`config.mk`:
```
export PLATFORM = sky130hd
export DESIGN_NAME = cursor_alpha_overlay
export DESIGN_NICKNAME = d
export VERILOG_FILES = /design/src/rtl/cao_pkg.sv /design/src/rtl/cursor_alpha_overlay.sv
export SDC_FILE = /design/constraint.sdc
export NUM_CORES = 1
export LEC_CHECK = 0
export BUFFER_PORTS_ARGS = -buffer_cell sky130_fd_sc_hd__buf_4
export CAP_MARGIN = 10
export CORE_ASPECT_RATIO = 1.5
export CORE_MARGIN = 2
export CORE_UTILIZATION = 58
export CTS_CLUSTER_DIAMETER = 40
export DETAILED_ROUTE_END_ITERATION = 7
export PLACE_DENSITY = 0.81
export SYNTH_ARGS = -nofsm -noshare
export SYNTH_HDL_FRONTEND = slang
export SYNTH_SLANG_ARGS = --single-unit
```
`constraint.sdc`:
```
create_clock -name aclk -period 8.8 [get_ports aclk]
set_clock_uncertainty 0.05 [all_clocks]
set_input_delay 0.88 -clock aclk [delete_from_list [all_inputs] [get_ports aclk]]
set_output_delay 0.88 -clock aclk [all_outputs]
set_load 0.02 [all_outputs]
```
`src/rtl/cao_pkg.sv`:
```
// Package for the cursor alpha overlay: register indexes, reset values, field widths
// and the premultiplied blend function for one colour byte.
// Depends on nothing; used by cursor_alpha_overlay.
package cao_pkg;

    // Default sizing of the position counters and the image bounds.
    localparam int IMAGE_DIM_BITS_DEFAULT  = 13;
    localparam int CURSOR_DIM_BITS_DEFAULT = 8;

    // Widths of the configuration fields and of the port data.
    localparam int CFG_DIM_W   = 14;
    localparam int CFG_CUR_W   = 9;
    localparam int CFG_PB_W    = 3;
    localparam int CFG_IDX_W   = 3;
    localparam int CFG_DATA_W  = 14;
    localparam int ADDR_OUT_W  = 28;

    // Register indexes on the configuration port.
    localparam logic [CFG_IDX_W-1:0] CFG_IMAGE_WIDTH   = 3'd0;
    localparam logic [CFG_IDX_W-1:0] CFG_IMAGE_HEIGHT  = 3'd1;
    localparam logic [CFG_IDX_W-1:0] CFG_PIXEL_BYTES   = 3'd2;
    localparam logic [CFG_IDX_W-1:0] CFG_CURSOR_LEFT   = 3'd3;
    localparam logic [CFG_IDX_W-1:0] CFG_CURSOR_TOP    = 3'd4;
    localparam logic [CFG_IDX_W-1:0] CFG_CURSOR_WIDTH  = 3'd5;
    localparam logic [CFG_IDX_W-1:0] CFG_CURSOR_HEIGHT = 3'd6;

    // Reset values of the registers.
    localparam logic [CFG_DIM_W-1:0] RST_IMAGE_WIDTH   = 14'd1920;
    localparam logic [CFG_DIM_W-1:0] RST_IMAGE_HEIGHT  = 14'd1080;
    localparam logic [CFG_PB_W-1:0]  RST_PIXEL_BYTES   = 3'd4;
    localparam logic [CFG_DIM_W-1:0] RST_CURSOR_LEFT   = 14'd0;
    localparam logic [CFG_DIM_W-1:0] RST_CURSOR_TOP    = 14'd0;
    localparam logic [CFG_CUR_W-1:0] RST_CURSOR_WIDTH  = 9'd32;
    localparam logic [CFG_CUR_W-1:0] RST_CURSOR_HEIGHT = 9'd32;

    // Supported destination depths.
    localparam logic [CFG_PB_W-1:0] DEPTH_24 = 3'd3;
    localparam logic [CFG_PB_W-1:0] DEPTH_32 = 3'd4;

    localparam logic [7:0] ALPHA_OPAQUE = 8'd255;

    // src + round(dst * (255 - alpha) / 255), wrapping to eight bits.
    // The division by 255 uses (x + 1 + (x >> 8)) >> 8, exact over the range
    // that dst * (255 - alpha) + 127 can reach.
    function automatic logic [7:0] blend_byte(input logic [7:0] src,
                                              input logic [7:0] dst,
                                              input logic [7:0] alpha);
        logic [15:0] prod;
        logic [16:0] num;
        logic [16:0] approx;
        logic [7:0]  quot;
        prod   = 16'(dst) * 16'(ALPHA_OPAQUE - alpha);
        num    = 17'(prod) + 17'd127;
        approx = num + 17'd1 + (num >> 8);
        quot   = approx[15:8];
        return src + quot;
    endfunction

endpackage

```
`src/rtl/cursor_alpha_overlay.sv`:
```
// Cursor alpha overlay: premultiplied "over" blend of a cursor bitmap onto an image.
// Holds the configuration registers, the cursor position counters and both stages.
// Depends on cao_pkg.

// The block takes one cursor pixel per clock cycle in raster order, each with the
// three destination bytes beneath it, and returns one result transfer per input
// transfer, in order, through the input register and then the result register. It keeps
// the row and column position inside the cursor, clips each pixel against the
// image, and reports whether to write, the byte offset of the destination pixel
// and the new three bytes. A fully opaque pixel replaces the destination; a partly
// transparent one is blended with rounding; zero alpha, clipped pixels and a depth
// other than three or four bytes give no write, with address and bytes at zero.
// The last pixel of the cursor raises cursor_done and the counters return to the
// top left. Throughput is one pixel per cycle: the input register and the result
// register each take new data when they are empty or when their contents move on,
// so a stalled result lets the input register fill once and then holds the input
// off until the result is taken. The cycle time is set by
// the address path (row times image width, plus column, times the depth) and by
// the blend multiply with its constant division, both between the two registers.
// Configuration writes are taken in every cycle and must be made while the block
// holds no pixel and no pending result.
module cursor_alpha_overlay #(
    parameter int IMAGE_DIM_BITS  = cao_pkg::IMAGE_DIM_BITS_DEFAULT,
    parameter int CURSOR_DIM_BITS = cao_pkg::CURSOR_DIM_BITS_DEFAULT
) (
    input  logic                              aclk,
    input  logic                              aresetn,

    // Configuration write channel.
    input  logic                              cfg_valid,
    output logic                              cfg_ready,
    input  logic [cao_pkg::CFG_IDX_W-1:0]     cfg_index,
    input  logic [cao_pkg::CFG_DATA_W-1:0]    cfg_data,

    // Cursor pixel stream.
    input  logic                              s_valid,
    output logic                              s_ready,
    input  logic [31:0]                       s_cursor_pixel,
    input  logic [7:0]                        s_dest_byte0,
    input  logic [7:0]                        s_dest_byte1,
    input  logic [7:0]                        s_dest_byte2,

    // Write results.
    output logic                              m_valid,
    input  logic                              m_ready,
    output logic                              m_write_enable,
    output logic [cao_pkg::ADDR_OUT_W-1:0]    m_byte_address,
    output logic [7:0]                        m_out_byte0,
    output logic [7:0]                        m_out_byte1,
    output logic [7:0]                        m_out_byte2,
    output logic                              m_cursor_done
);

    // Signed image position: a cursor edge plus a counter, one bit wider than the edge.
    localparam int POS_W  = cao_pkg::CFG_DIM_W + 1;
    // Width for comparing a non-negative position with a saturated image dimension.
    localparam int CMP_W  = (IMAGE_DIM_BITS + 1 > POS_W - 1) ? IMAGE_DIM_BITS + 1 : POS_W - 1;
    // Width for cursor dimensions after saturation and for counter plus one.
    localparam int CURW   = (CURSOR_DIM_BITS + 1 > cao_pkg::CFG_CUR_W) ?
                            CURSOR_DIM_BITS + 1 : cao_pkg::CFG_CUR_W;
    // Full width of the byte offset before it is cut to the port.
    localparam int ADDR_W = (2 * IMAGE_DIM_BITS + 4 > cao_pkg::ADDR_OUT_W) ?
                            2 * IMAGE_DIM_BITS + 4 : cao_pkg::ADDR_OUT_W;

    localparam logic [CMP_W-1:0] IMG_CAP = CMP_W'(1) << IMAGE_DIM_BITS;
    localparam logic [CURW-1:0]  CUR_CAP = CURW'(1) << CURSOR_DIM_BITS;

    // Configuration registers.
    logic        [cao_pkg::CFG_DIM_W-1:0] image_width_reg;
    logic        [cao_pkg::CFG_DIM_W-1:0] image_height_reg;
    logic        [cao_pkg::CFG_PB_W-1:0]  pixel_bytes_reg;
    logic signed [cao_pkg::CFG_DIM_W-1:0] cursor_left_reg;
    logic signed [cao_pkg::CFG_DIM_W-1:0] cursor_top_reg;
    logic        [cao_pkg::CFG_CUR_W-1:0] cursor_width_reg;
    logic        [cao_pkg::CFG_CUR_W-1:0] cursor_height_reg;

    // Position inside the cursor.
    logic [CURSOR_DIM_BITS-1:0] column_reg, column_next;
    logic [CURSOR_DIM_BITS-1:0] row_reg, row_next;

    // Input stage.
    logic                    s1_valid_reg;
    logic [31:0]             pixel_reg;
    logic [7:0]              dest0_reg, dest1_reg, dest2_reg;
    logic signed [POS_W-1:0] col_pos_reg, col_pos_next;
    logic signed [POS_W-1:0] row_pos_reg, row_pos_next;
    logic                    done_reg, done_next;

    // Result stage.
    logic                           m_valid_reg;
    logic                           we_reg, we_next;
    logic [cao_pkg::ADDR_OUT_W-1:0] addr_reg, addr_next;
    logic [7:0]                     out0_reg, out0_next;
    logic [7:0]                     out1_reg, out1_next;
    logic [7:0]                     out2_reg, out2_next;
    logic                           m_done_reg;

    logic s_accept;
    logic out_advance;
    logic s1_advance;

    logic [CURW-1:0]  cur_w, cur_h;
    logic             last_col, last_row;
    logic [CMP_W-1:0] img_w, img_h;
    logic             in_image, depth_ok;
    logic [7:0]       alpha;
    logic [ADDR_W-1:0] pix_index, byte_offset;

    // The result register moves on when it is empty or being taken; the input
    // register moves on when it is empty or its pixel goes into the result register.
    assign out_advance = !m_valid_reg || m_ready;
    assign s1_advance  = !s1_valid_reg || out_advance;
    assign s_ready     = s1_advance;
    assign s_accept    = s_valid && s1_advance;
    assign cfg_ready   = 1'b1;

    // Counter update and the image position of the pixel being taken in. A cursor
    // dimension of zero acts as one, and one beyond the counter range saturates.
    always_comb begin
        cur_w = (CURW'(cursor_width_reg) > CUR_CAP) ? CUR_CAP : CURW'(cursor_width_reg);
        cur_h = (CURW'(cursor_height_reg) > CUR_CAP) ? CUR_CAP : CURW'(cursor_height_reg);
        if (cur_w == '0) begin
            cur_w = CURW'(1);
        end
        if (cur_h == '0) begin
            cur_h = CURW'(1);
        end
        // A counter left beyond the bound by a register change counts as the last.
        last_col  = (CURW'(column_reg) + CURW'(1)) >= cur_w;
        last_row  = (CURW'(row_reg) + CURW'(1)) >= cur_h;
        done_next = last_col && last_row;

        column_next = column_reg;
        row_next    = row_reg;
        if (s_accept) begin
            if (done_next) begin
                column_next = '0;
                row_next    = '0;
            end else if (last_col) begin
                column_next = '0;
                row_next    = row_reg + CURSOR_DIM_BITS'(1);
            end else begin
                column_next = column_reg + CURSOR_DIM_BITS'(1);
            end
        end

        col_pos_next = POS_W'(cursor_left_reg) + POS_W'(column_reg);
        row_pos_next = POS_W'(cursor_top_reg) + POS_W'(row_reg);
    end

    // Clipping, address and blend between the input and result registers.
    always_comb begin
        img_w = (CMP_W'(image_width_reg) > IMG_CAP) ? IMG_CAP : CMP_W'(image_width_reg);
        img_h = (CMP_W'(image_height_reg) > IMG_CAP) ? IMG_CAP : CMP_W'(image_height_reg);
        in_image = !col_pos_reg[POS_W-1] && !row_pos_reg[POS_W-1]
                   && (CMP_W'(col_pos_reg[POS_W-2:0]) < img_w)
                   && (CMP_W'(row_pos_reg[POS_W-2:0]) < img_h);
        depth_ok = (pixel_bytes_reg == cao_pkg::DEPTH_24)
                   || (pixel_bytes_reg == cao_pkg::DEPTH_32);
        alpha    = pixel_reg[31:24];
        we_next  = in_image && depth_ok && (alpha != 8'd0);

        // Inside the image both positions fit in the image dimension bits.
        pix_index = ADDR_W'(row_pos_reg[IMAGE_DIM_BITS-1:0]) * ADDR_W'(img_w)
                    + ADDR_W'(col_pos_reg[IMAGE_DIM_BITS-1:0]);
        if (pixel_bytes_reg == cao_pkg::DEPTH_32) begin
            byte_offset = pix_index << 2;
        end else begin
            byte_offset = pix_index + (pix_index << 1);
        end

        addr_next = '0;
        out0_next = '0;
        out1_next = '0;
        out2_next = '0;
        if (we_next) begin
            addr_next = byte_offset[cao_pkg::ADDR_OUT_W-1:0];
            if (alpha == cao_pkg::ALPHA_OPAQUE) begin
                out0_next = pixel_reg[7:0];
                out1_next = pixel_reg[15:8];
                out2_next = pixel_reg[23:16];
            end else begin
                out0_next = cao_pkg::blend_byte(pixel_reg[7:0], dest0_reg, alpha);
                out1_next = cao_pkg::blend_byte(pixel_reg[15:8], dest1_reg, alpha);
                out2_next = cao_pkg::blend_byte(pixel_reg[23:16], dest2_reg, alpha);
            end
        end
    end

    // Control state and configuration.
    always_ff @(posedge aclk) begin
        if (!aresetn) begin
            image_width_reg   <= cao_pkg::RST_IMAGE_WIDTH;
            image_height_reg  <= cao_pkg::RST_IMAGE_HEIGHT;
            pixel_bytes_reg   <= cao_pkg::RST_PIXEL_BYTES;
            cursor_left_reg   <= cao_pkg::RST_CURSOR_LEFT;
            cursor_top_reg    <= cao_pkg::RST_CURSOR_TOP;
            cursor_width_reg  <= cao_pkg::RST_CURSOR_WIDTH;
            cursor_height_reg <= cao_pkg::RST_CURSOR_HEIGHT;
            column_reg        <= '0;
            row_reg           <= '0;
            s1_valid_reg      <= 1'b0;
            m_valid_reg       <= 1'b0;
        end else begin
            if (cfg_valid) begin
                case (cfg_index)
                    cao_pkg::CFG_IMAGE_WIDTH:   image_width_reg   <= cfg_data;
                    cao_pkg::CFG_IMAGE_HEIGHT:  image_height_reg  <= cfg_data;
                    cao_pkg::CFG_PIXEL_BYTES:   pixel_bytes_reg   <= cfg_data[cao_pkg::CFG_PB_W-1:0];
                    cao_pkg::CFG_CURSOR_LEFT:   cursor_left_reg   <= cfg_data;
                    cao_pkg::CFG_CURSOR_TOP:    cursor_top_reg    <= cfg_data;
                    cao_pkg::CFG_CURSOR_WIDTH:  cursor_width_reg  <= cfg_data[cao_pkg::CFG_CUR_W-1:0];
                    cao_pkg::CFG_CURSOR_HEIGHT: cursor_height_reg <= cfg_data[cao_pkg::CFG_CUR_W-1:0];
                    default: begin
                    end
                endcase
            end
            column_reg <= column_next;
            row_reg    <= row_next;
            if (s1_advance) begin
                s1_valid_reg <= s_valid;
            end
            if (out_advance) begin
                m_valid_reg <= s1_valid_reg;
            end
        end
    end

    // Payload registers.
    always_ff @(posedge aclk) begin
        if (s_accept) begin
            pixel_reg   <= s_cursor_pixel;
            dest0_reg   <= s_dest_byte0;
            dest1_reg   <= s_dest_byte1;
            dest2_reg   <= s_dest_byte2;
            col_pos_reg <= col_pos_next;
            row_pos_reg <= row_pos_next;
            done_reg    <= done_next;
        end
        if (out_advance && s1_valid_reg) begin
            we_reg     <= we_next;
            addr_reg   <= addr_next;
            out0_reg   <= out0_next;
            out1_reg   <= out1_next;
            out2_reg   <= out2_next;
            m_done_reg <= done_reg;
        end
    end

    assign m_valid        = m_valid_reg;
    assign m_write_enable = we_reg;
    assign m_byte_address = addr_reg;
    assign m_out_byte0    = out0_reg;
    assign m_out_byte1    = out1_reg;
    assign m_out_byte2    = out2_reg;
    assign m_cursor_done  = m_done_reg;

`ifndef SYNTHESIS
    // The counters return to the top left after the last pixel of the cursor.
    a_done_clears: assert property (@(posedge aclk) disable iff (!aresetn)
        s_accept && done_next |=> (column_reg == '0) && (row_reg == '0))
        else $error("cursor counters not cleared after the last pixel");

    // The counters move only on an input transfer.
    a_counters_hold: assert property (@(posedge aclk) disable iff (!aresetn)
        !s_accept |=> $stable(column_reg) && $stable(row_reg))
        else $error("cursor counters moved without an input transfer");

    // A pixel held in the input stage stays there while the result is stalled.
    a_stage_holds: assert property (@(posedge aclk) disable iff (!aresetn)
        s1_valid_reg && !out_advance |=> s1_valid_reg && $stable(col_pos_reg)
                                         && $stable(row_pos_reg) && $stable(pixel_reg))
        else $error("input stage changed while the result was stalled");

    // A result without a write carries zero address and bytes.
    a_no_write_zero: assert property (@(posedge aclk) disable iff (!aresetn)
        m_valid_reg && !we_reg |-> (addr_reg == '0) && (out0_reg == 8'd0)
                                   && (out1_reg == 8'd0) && (out2_reg == 8'd0))
        else $error("result without write carries a nonzero payload");
`endif

endmodule

```
After elaboration in Yosys (flattened, before gate mapping)
Cells that the tools add are included.
{"block": "op_classes", "shifts": 0, "eq_ne": 9, "n_mul": 4, "reduce_logical": 29, "div": 0, "add_sub_neg": 21, "n_bitwise": 1, "magnitude_cmp": 8, "n_mux": 14}
{"cell": "8-bit two-way mux", "n": 7}
{"cell": "16-bit by 7-bit adder with 17-bit output (second input constant)", "n": 3}
{"cell": "16-bit by 1-bit adder with 16-bit output (second input constant)", "n": 3}
{"cell": "16-bit by 9-bit adder with 16-bit output", "n": 3}
{"cell": "9-bit two-way mux", "n": 4}
{"cell": "8-bit by 16-bit multiplier with 16-bit output", "n": 2}
{"cell": "14-bit by 9-bit adder with 15-bit output", "n": 2}
{"cell": "27-bit by 13-bit adder with 28-bit output", "n": 1}
{"cell": "28-bit adder", "n": 1}
{"cell": "14-bit > comparator (second input constant)", "n": 2}
{"cell": "14-bit < comparator", "n": 2}
{"cell": "14-bit two-way mux", "n": 2}
{"cell": "28-bit two-way mux", "n": 1}
{"cell": "13-bit by 14-bit multiplier with 27-bit output", "n": 1}
{"cell": "8-bit adder", "n": 3}
{"cell": "8-bit by 1-bit adder with 9-bit output (second input constant)", "n": 2}
{"cell": "9-bit greater-or-equal comparator", "n": 2}
{"cell": "9-bit > comparator (second input constant)", "n": 2}
{"cell": "9-bit logical NOT", "n": 2}
{"cell": "8-bit by 1-bit adder with 8-bit output (second input constant)", "n": 2}
{"cell": "9-bit by 9-bit multiplier with 16-bit output", "n": 1}
{"cell": "2-bit AND reduction", "n": 8}
{"cell": "3-bit == test (second input constant)", "n": 4}
{"cell": "3-bit by 2-bit == test with 1-bit output (second input constant)", "n": 3}
{"cell": "11 further kinds", "n": 23}
{"block": "totals", "mem_bits_rw": 0, "n_memories": 0, "elab_cells": 111, "input_bits": 78, "latch_bits": 0, "ff_bits": 236, "mem_bits_ro": 0}

Longest topological paths before layout
{"block": "logic_depth", "depth_word": 9, "depth_mapped": 41, "mapped_depth_nobuf": 38}

Worst setup path before layout
Ideal clock, no wire load.
{"block": "synth_timing", "kind": "flip-flop to flip-flop", "startpoint": "register image_width_reg[13] in the netlist's numbering", "endpoint": "register addr_reg, in the netlist m_byte_address[27] (data pin)", "path_slack_ps": -40, "required_ps": 8576, "t_arrival_ps": 8616, "path_stages_with_launch": 38, "period_less_slack_ps": 8840, "setup_ps": 174, "path_cell_list": "dfxtp_1 clkbuf_1 nor2b_1 clkbuf_1 nand2_1 fa_1 fa_1 inv_1 ha_1 fa_1 fa_1 inv_1 fa_1 inv_1 ha_1 buf_2 a21oi_1 o21ai_0 (+2 left out) a21oi_1 o21bai_1 a21oi_1 o21bai_1 a21oi_1 xnor2_1 ha_1 a21oi_1 o21ai_0 a21o_1 o211ai_1 a21boi_0 o32ai_1 a21oi_2 a221oi_4 nor3_1 or4_1 a311oi_1"}
{"block": "synth_between", "elab_chain_cells": 7, "elab_cells_between_ends": 11, "cone_classes": "2 x add/sub; 1 x mul; 2 x order compare; 2 x mux; 4 x reduce/logical"}
{"element": "from (decl)", "line": "cursor_alpha_overlay.sv:69", "source": "logic [cao_pkg::CFG_DIM_W-1:0] image_width_reg;"}
{"element": "from (signal assigned)", "line": "cursor_alpha_overlay.sv:193", "source": "image_width_reg <= cao_pkg::RST_IMAGE_WIDTH;"}
{"element": "from (signal assigned)", "line": "cursor_alpha_overlay.sv:207", "source": "cao_pkg::CFG_IMAGE_WIDTH: image_width_reg <= cfg_data;"}
{"element": "14-bit > comparator", "line": "cursor_alpha_overlay.sv:153", "source": "img_w = (CMP_W'(image_width_reg) > IMG_CAP) ? IMG_CAP : CMP_W'(image_width_reg);"}
{"element": "14-bit two-way mux (*)", "line": "cursor_alpha_overlay.sv:153"}
{"element": "parallel branches: the longest is 5 deep, another holds 27-bit by 13-bit adder with 28-bit output"}
{"element": "to (signal assigned)", "line": "cursor_alpha_overlay.sv:242", "source": "addr_reg <= addr_next;"}
{"element": "to (decl)", "line": "cursor_alpha_overlay.sv:92", "source": "logic [cao_pkg::ADDR_OUT_W-1:0] addr_reg, addr_next;"}
Every way passes the cells marked *.
A chain may end at the register's enable or synchronous reset.

Worst setup path after layout
Same ends and word-level chain as after synthesis.

==> results by group <==
Worst setup path
  • Worst setup EP type: flop
  • Worst Reg-to-Reg Cells: 39
  • Critical path's largest stage delay: 0.56 ns
  • Slowest CP cell: fa_1
  • Setup Crit Path Kind: reg -> reg
  • Critical path peak fanout: 7
  • Arr. time, crit path: 9.15 ns
  • CP Launch Type: flop
  • CP required: 9.14 ns
  • Most common cell on crit path: fa_1

Final layout
  • Layout cell share with drive strength beyond 1: 0.1605
  • Largest register FFs: 32
  • P&R area growth vs syn: 16.96%
  • Finished Cell Area: 32470 sq um
  • Total Nets Final: 4024
  • # fillers: 3461

Global route
  • Initial antenna violation count: 0
  • First-pass GRT wire length: 114500 microns
  • Pin count of the biggest net entering global routing: 96
  • Number of global-route vias before repair: 24531
  • Gr ovfl total: 0
  • GRT Util Overall: 0.2842

Timing
  • Final max-slew violation count: 0
  • Final Worst Setup Slack: -0.004966 ns
  • Hold Vio Cnt, Final: 0
  • RSZ-0062 raised after global routing: true
  • Tmin final: 8.805 ns
  • Slew margin rel.: 0.2238
  • Fin crit share: 1.001
  • Setup-failing EPs final: 1
  • Achievable Freq: 0.1136 GHz
  • Hold_ws: 0.4257 ns
  • Worst slew pin tran: 1.164 ns

Placement
  • Cell area after placement: 30430 sq um
  • Port bufs: 133
  • Gpl congestion: 0.9730
  • Post-DP HPWL: 56160 microns

CTS
  • Root Driver: clkbuf_16
  • Num CTS Buffers: 27
  • Clk slew on worst S/H paths: 0.06 ns
  • Clk_lat worst skew: 0.57 ns
  • CTS tree: done
  • Clock tree buffer depth: 3
  • Clk sinks: 236
  • H-tree Lvls: 1

Die
  • Die H: 271.9 microns
  • Die width: 182.6 microns
  • Row cnt: 98
  • Die ar.: 49660 sq um
  • Ports: 135
  • Starting Density: 0.5850
  • Core area: 47450 sq um

Logic synthesis
  • Yosys warns: 0
  • Syn_nets: 3752
  • Post-synth ARST share: 0
  • Synth cell types: 79
  • Synthesized cell area: 27760 sq um
  • Register area share after synthesis: 0.2211
  • Post-synthesis area per instance: 9.021 sq um
  • Most used DFF post-synth: edfxtp_1
  • Post-synthesis register bit count: 236
  • EDFF count, synth: 141
  • Cells after Synth: 3077

Drt
  • DRT Pass-1 Iters: 5
  • Final wirelength: 71730 microns
  • ANT nets after route: 0
  • Post-DR vias/cell: 5.767
  • Starting DRT DRC Count: 1232
  • DRC errors left: 0
  • Via Count: 22902
  • Wire length per cell: 18.06 microns

Outcome
  • Status: complete, but fails checks
  • Failing checks: setup timing

Pwr
  • Peak supply drop: 0.4074 mV
  • Static Leak: 15.46 nW
  • Power per cell area: 387.9 nW/um^2

Flow run
  • Max Cap Violations: 0

Min path
  • Hold Crit Class: reg -> reg
  • Hold depth: 2
[final timing paths]
check,startpoint,end,slack [ns]
worst min register to register,cursor_left_reg[2]$_SDFFE_PN0P_,cursor_left_reg[2]$_SDFFE_PN0P_,0.43
worst min-delay path,cursor_left_reg[2]$_SDFFE_PN0P_,cursor_left_reg[2]$_SDFFE_PN0P_,0.43
worst max-delay path,image_width_reg[13]$_SDFFE_PN0P_,m_byte_address[27]$_SDFFCE_PN0P_,-0.005
worst max register to register,image_width_reg[13]$_SDFFE_PN0P_,m_byte_address[27]$_SDFFCE_PN0P_,-0.005
[through the flow]
stage | power (mW) | instances | TNS, ns | utilization | worst slack, ns
global route | 13.67 | 3970 | -1.044 | 0.6841 | -0.2507
floorplan | 7.547 | 3077 | 0 | - | 0.01882
detailed placement | 10.07 | 3882 | -0.7556 | 0.6412 | -0.2949
global placement | 9.671 | 3882 | 0 | 0.6412 | 0.01269
finish | 12.59 | 3971 | -0.004966 | 0.6842 | -0.004966
CTS | 11.51 | 3937 | 0 | 0.6643 | 0.01689
[cell usage in the layout, fill, tap and decap left out, types with 36 or more instances in the layout]
| cell type | synthesis | layout |
|---|---|---|
| xnor2_1 | 124 | 109 |
| edfxtp_1 | 141 | 141 |
| a21boi_0 | 82 | 81 |
| nand3_1 | 37 | 36 |
| xor2_1 | 68 | 66 |
| buf_4 | 1 | 325 |
| nand2b_1 | 77 | 74 |
| dfxtp_1 | 95 | 94 |
| and2_1 | 99 | 95 |
| nor2b_1 | 164 | 146 |
| nor2_1 | 153 | 149 |
| ha_1 | 340 | 326 |
| nand2_1 | 359 | 356 |
| a21oi_1 | 133 | 108 |
| o21ai_0 | 68 | 56 |
| fa_1 | 257 | 254 |
| a21o_1 | 60 | 60 |
| inv_1 | 423 | 412 |
[cells in the mapped netlist (all sizes together) (5+ instances only)]
cell       n  area, sq um
a211oi    17        127.6
a21boi    82        615.6
a21o      60        450.4
a21oi    135        683.2
a31oi     11        68.82
and2      99        619.3
and3      33        206.5
buf        5        25.03
clkbuf    88        331.6
dfxtp     95         1902
edfxtp   141         4234
fa       257         5145
ha       340         4254
inv      423         1588
mux2i     11        110.1
nand2    359         1348
nand2b    77        481.7
nand3     38        195.2
nand3b    13        97.59
nand4     11        68.82
nor2     153        574.3
nor2b    165         1040
nor3      32        160.2
nor3b      8        60.06
nor4      15        93.84
o2111ai   11        96.34
o211ai    12        90.09
o21a      13        97.59
o21ai     71        355.3
o21bai    19        142.6
o31ai      8        60.06
or2        7        43.79
or3       14        92.59
or3b       5        43.79
xnor2    125         1102
xor2      68        595.6
[timing repair]
item                       in CTS  in global routing
setup endpoints to repair       5                 13
gates resized for setup        30                141
cloned                          0                  1
hold buffers                    0                  0
setup buffers                   5                 32
pin swaps                      12                 73
[per-layer routing]
layer  routed length, microns  part of all wire  vias to the layer above  global-route usage
met5                        0                 0                        -                   0
met4                     5091             0.071                        0              0.1889
met3                     3012             0.042                      334             0.03129
met2                    38530              0.54                      759              0.5476
met1                    25100              0.35                    11144              0.2842
li1                         -                 -                    10665                   -
[cell type report]
| type | count | area [sq um] | area share |
|---|---|---|---|
| multi-input combinational | 2322 | 20430 | 0.6294 |
| sequential | 236 | 6140 | 0.1891 |
| timing repair buffer | 336 | 2575 | 0.07931 |
| inverter | 426 | 1602 | 0.04933 |
| tap | 600 | 750.7 | 0.02312 |
| clock buffer | 32 | 715.7 | 0.02204 |
| clock inverter | 18 | 246.5 | 0.007592 |
| antenna | 1 | 2.502 | 0.00007708 |
[critical path: cells and delay by family (launching register included)]
| family | cells | cell delay, ns |
|---|---|---|
| AOI/OAI and AO/OA | 16 | 2.49 |
| xor gates and xnor gates | 1 | 0.28 |
| adders and majority gates | 8 | 3.59 |
| buffers and inverters | 8 | 0.63 |
| DFF | 1 | 0.43 |
| and+or+nand+nor | 6 | 1.11 |
[cells by family (layout without fill, tap and decap cells)]
group	Yosys count	count (layout)	share of synthesized area
and+or+nand+nor	1040	1040	0.1882
buffers and inverters	519	812	0.07045
xor gates and xnor gates	196	196	0.06374
muxes	11	11	0.003967
other	1	2	0.0001351
AOI/OAI and AO/OA	477	477	0.1138
DFF	236	236	0.2211
adders and majority gates	597	597	0.3386
[power by group]
group	internal [mW]	leakage, nW	switching [mW]
Sequential	1.25	2.17	0.0529
Clock	0.714	0.463	0.496
Combinational	4.70	12.8	5.38
Power figures use the tool's default switching activity.
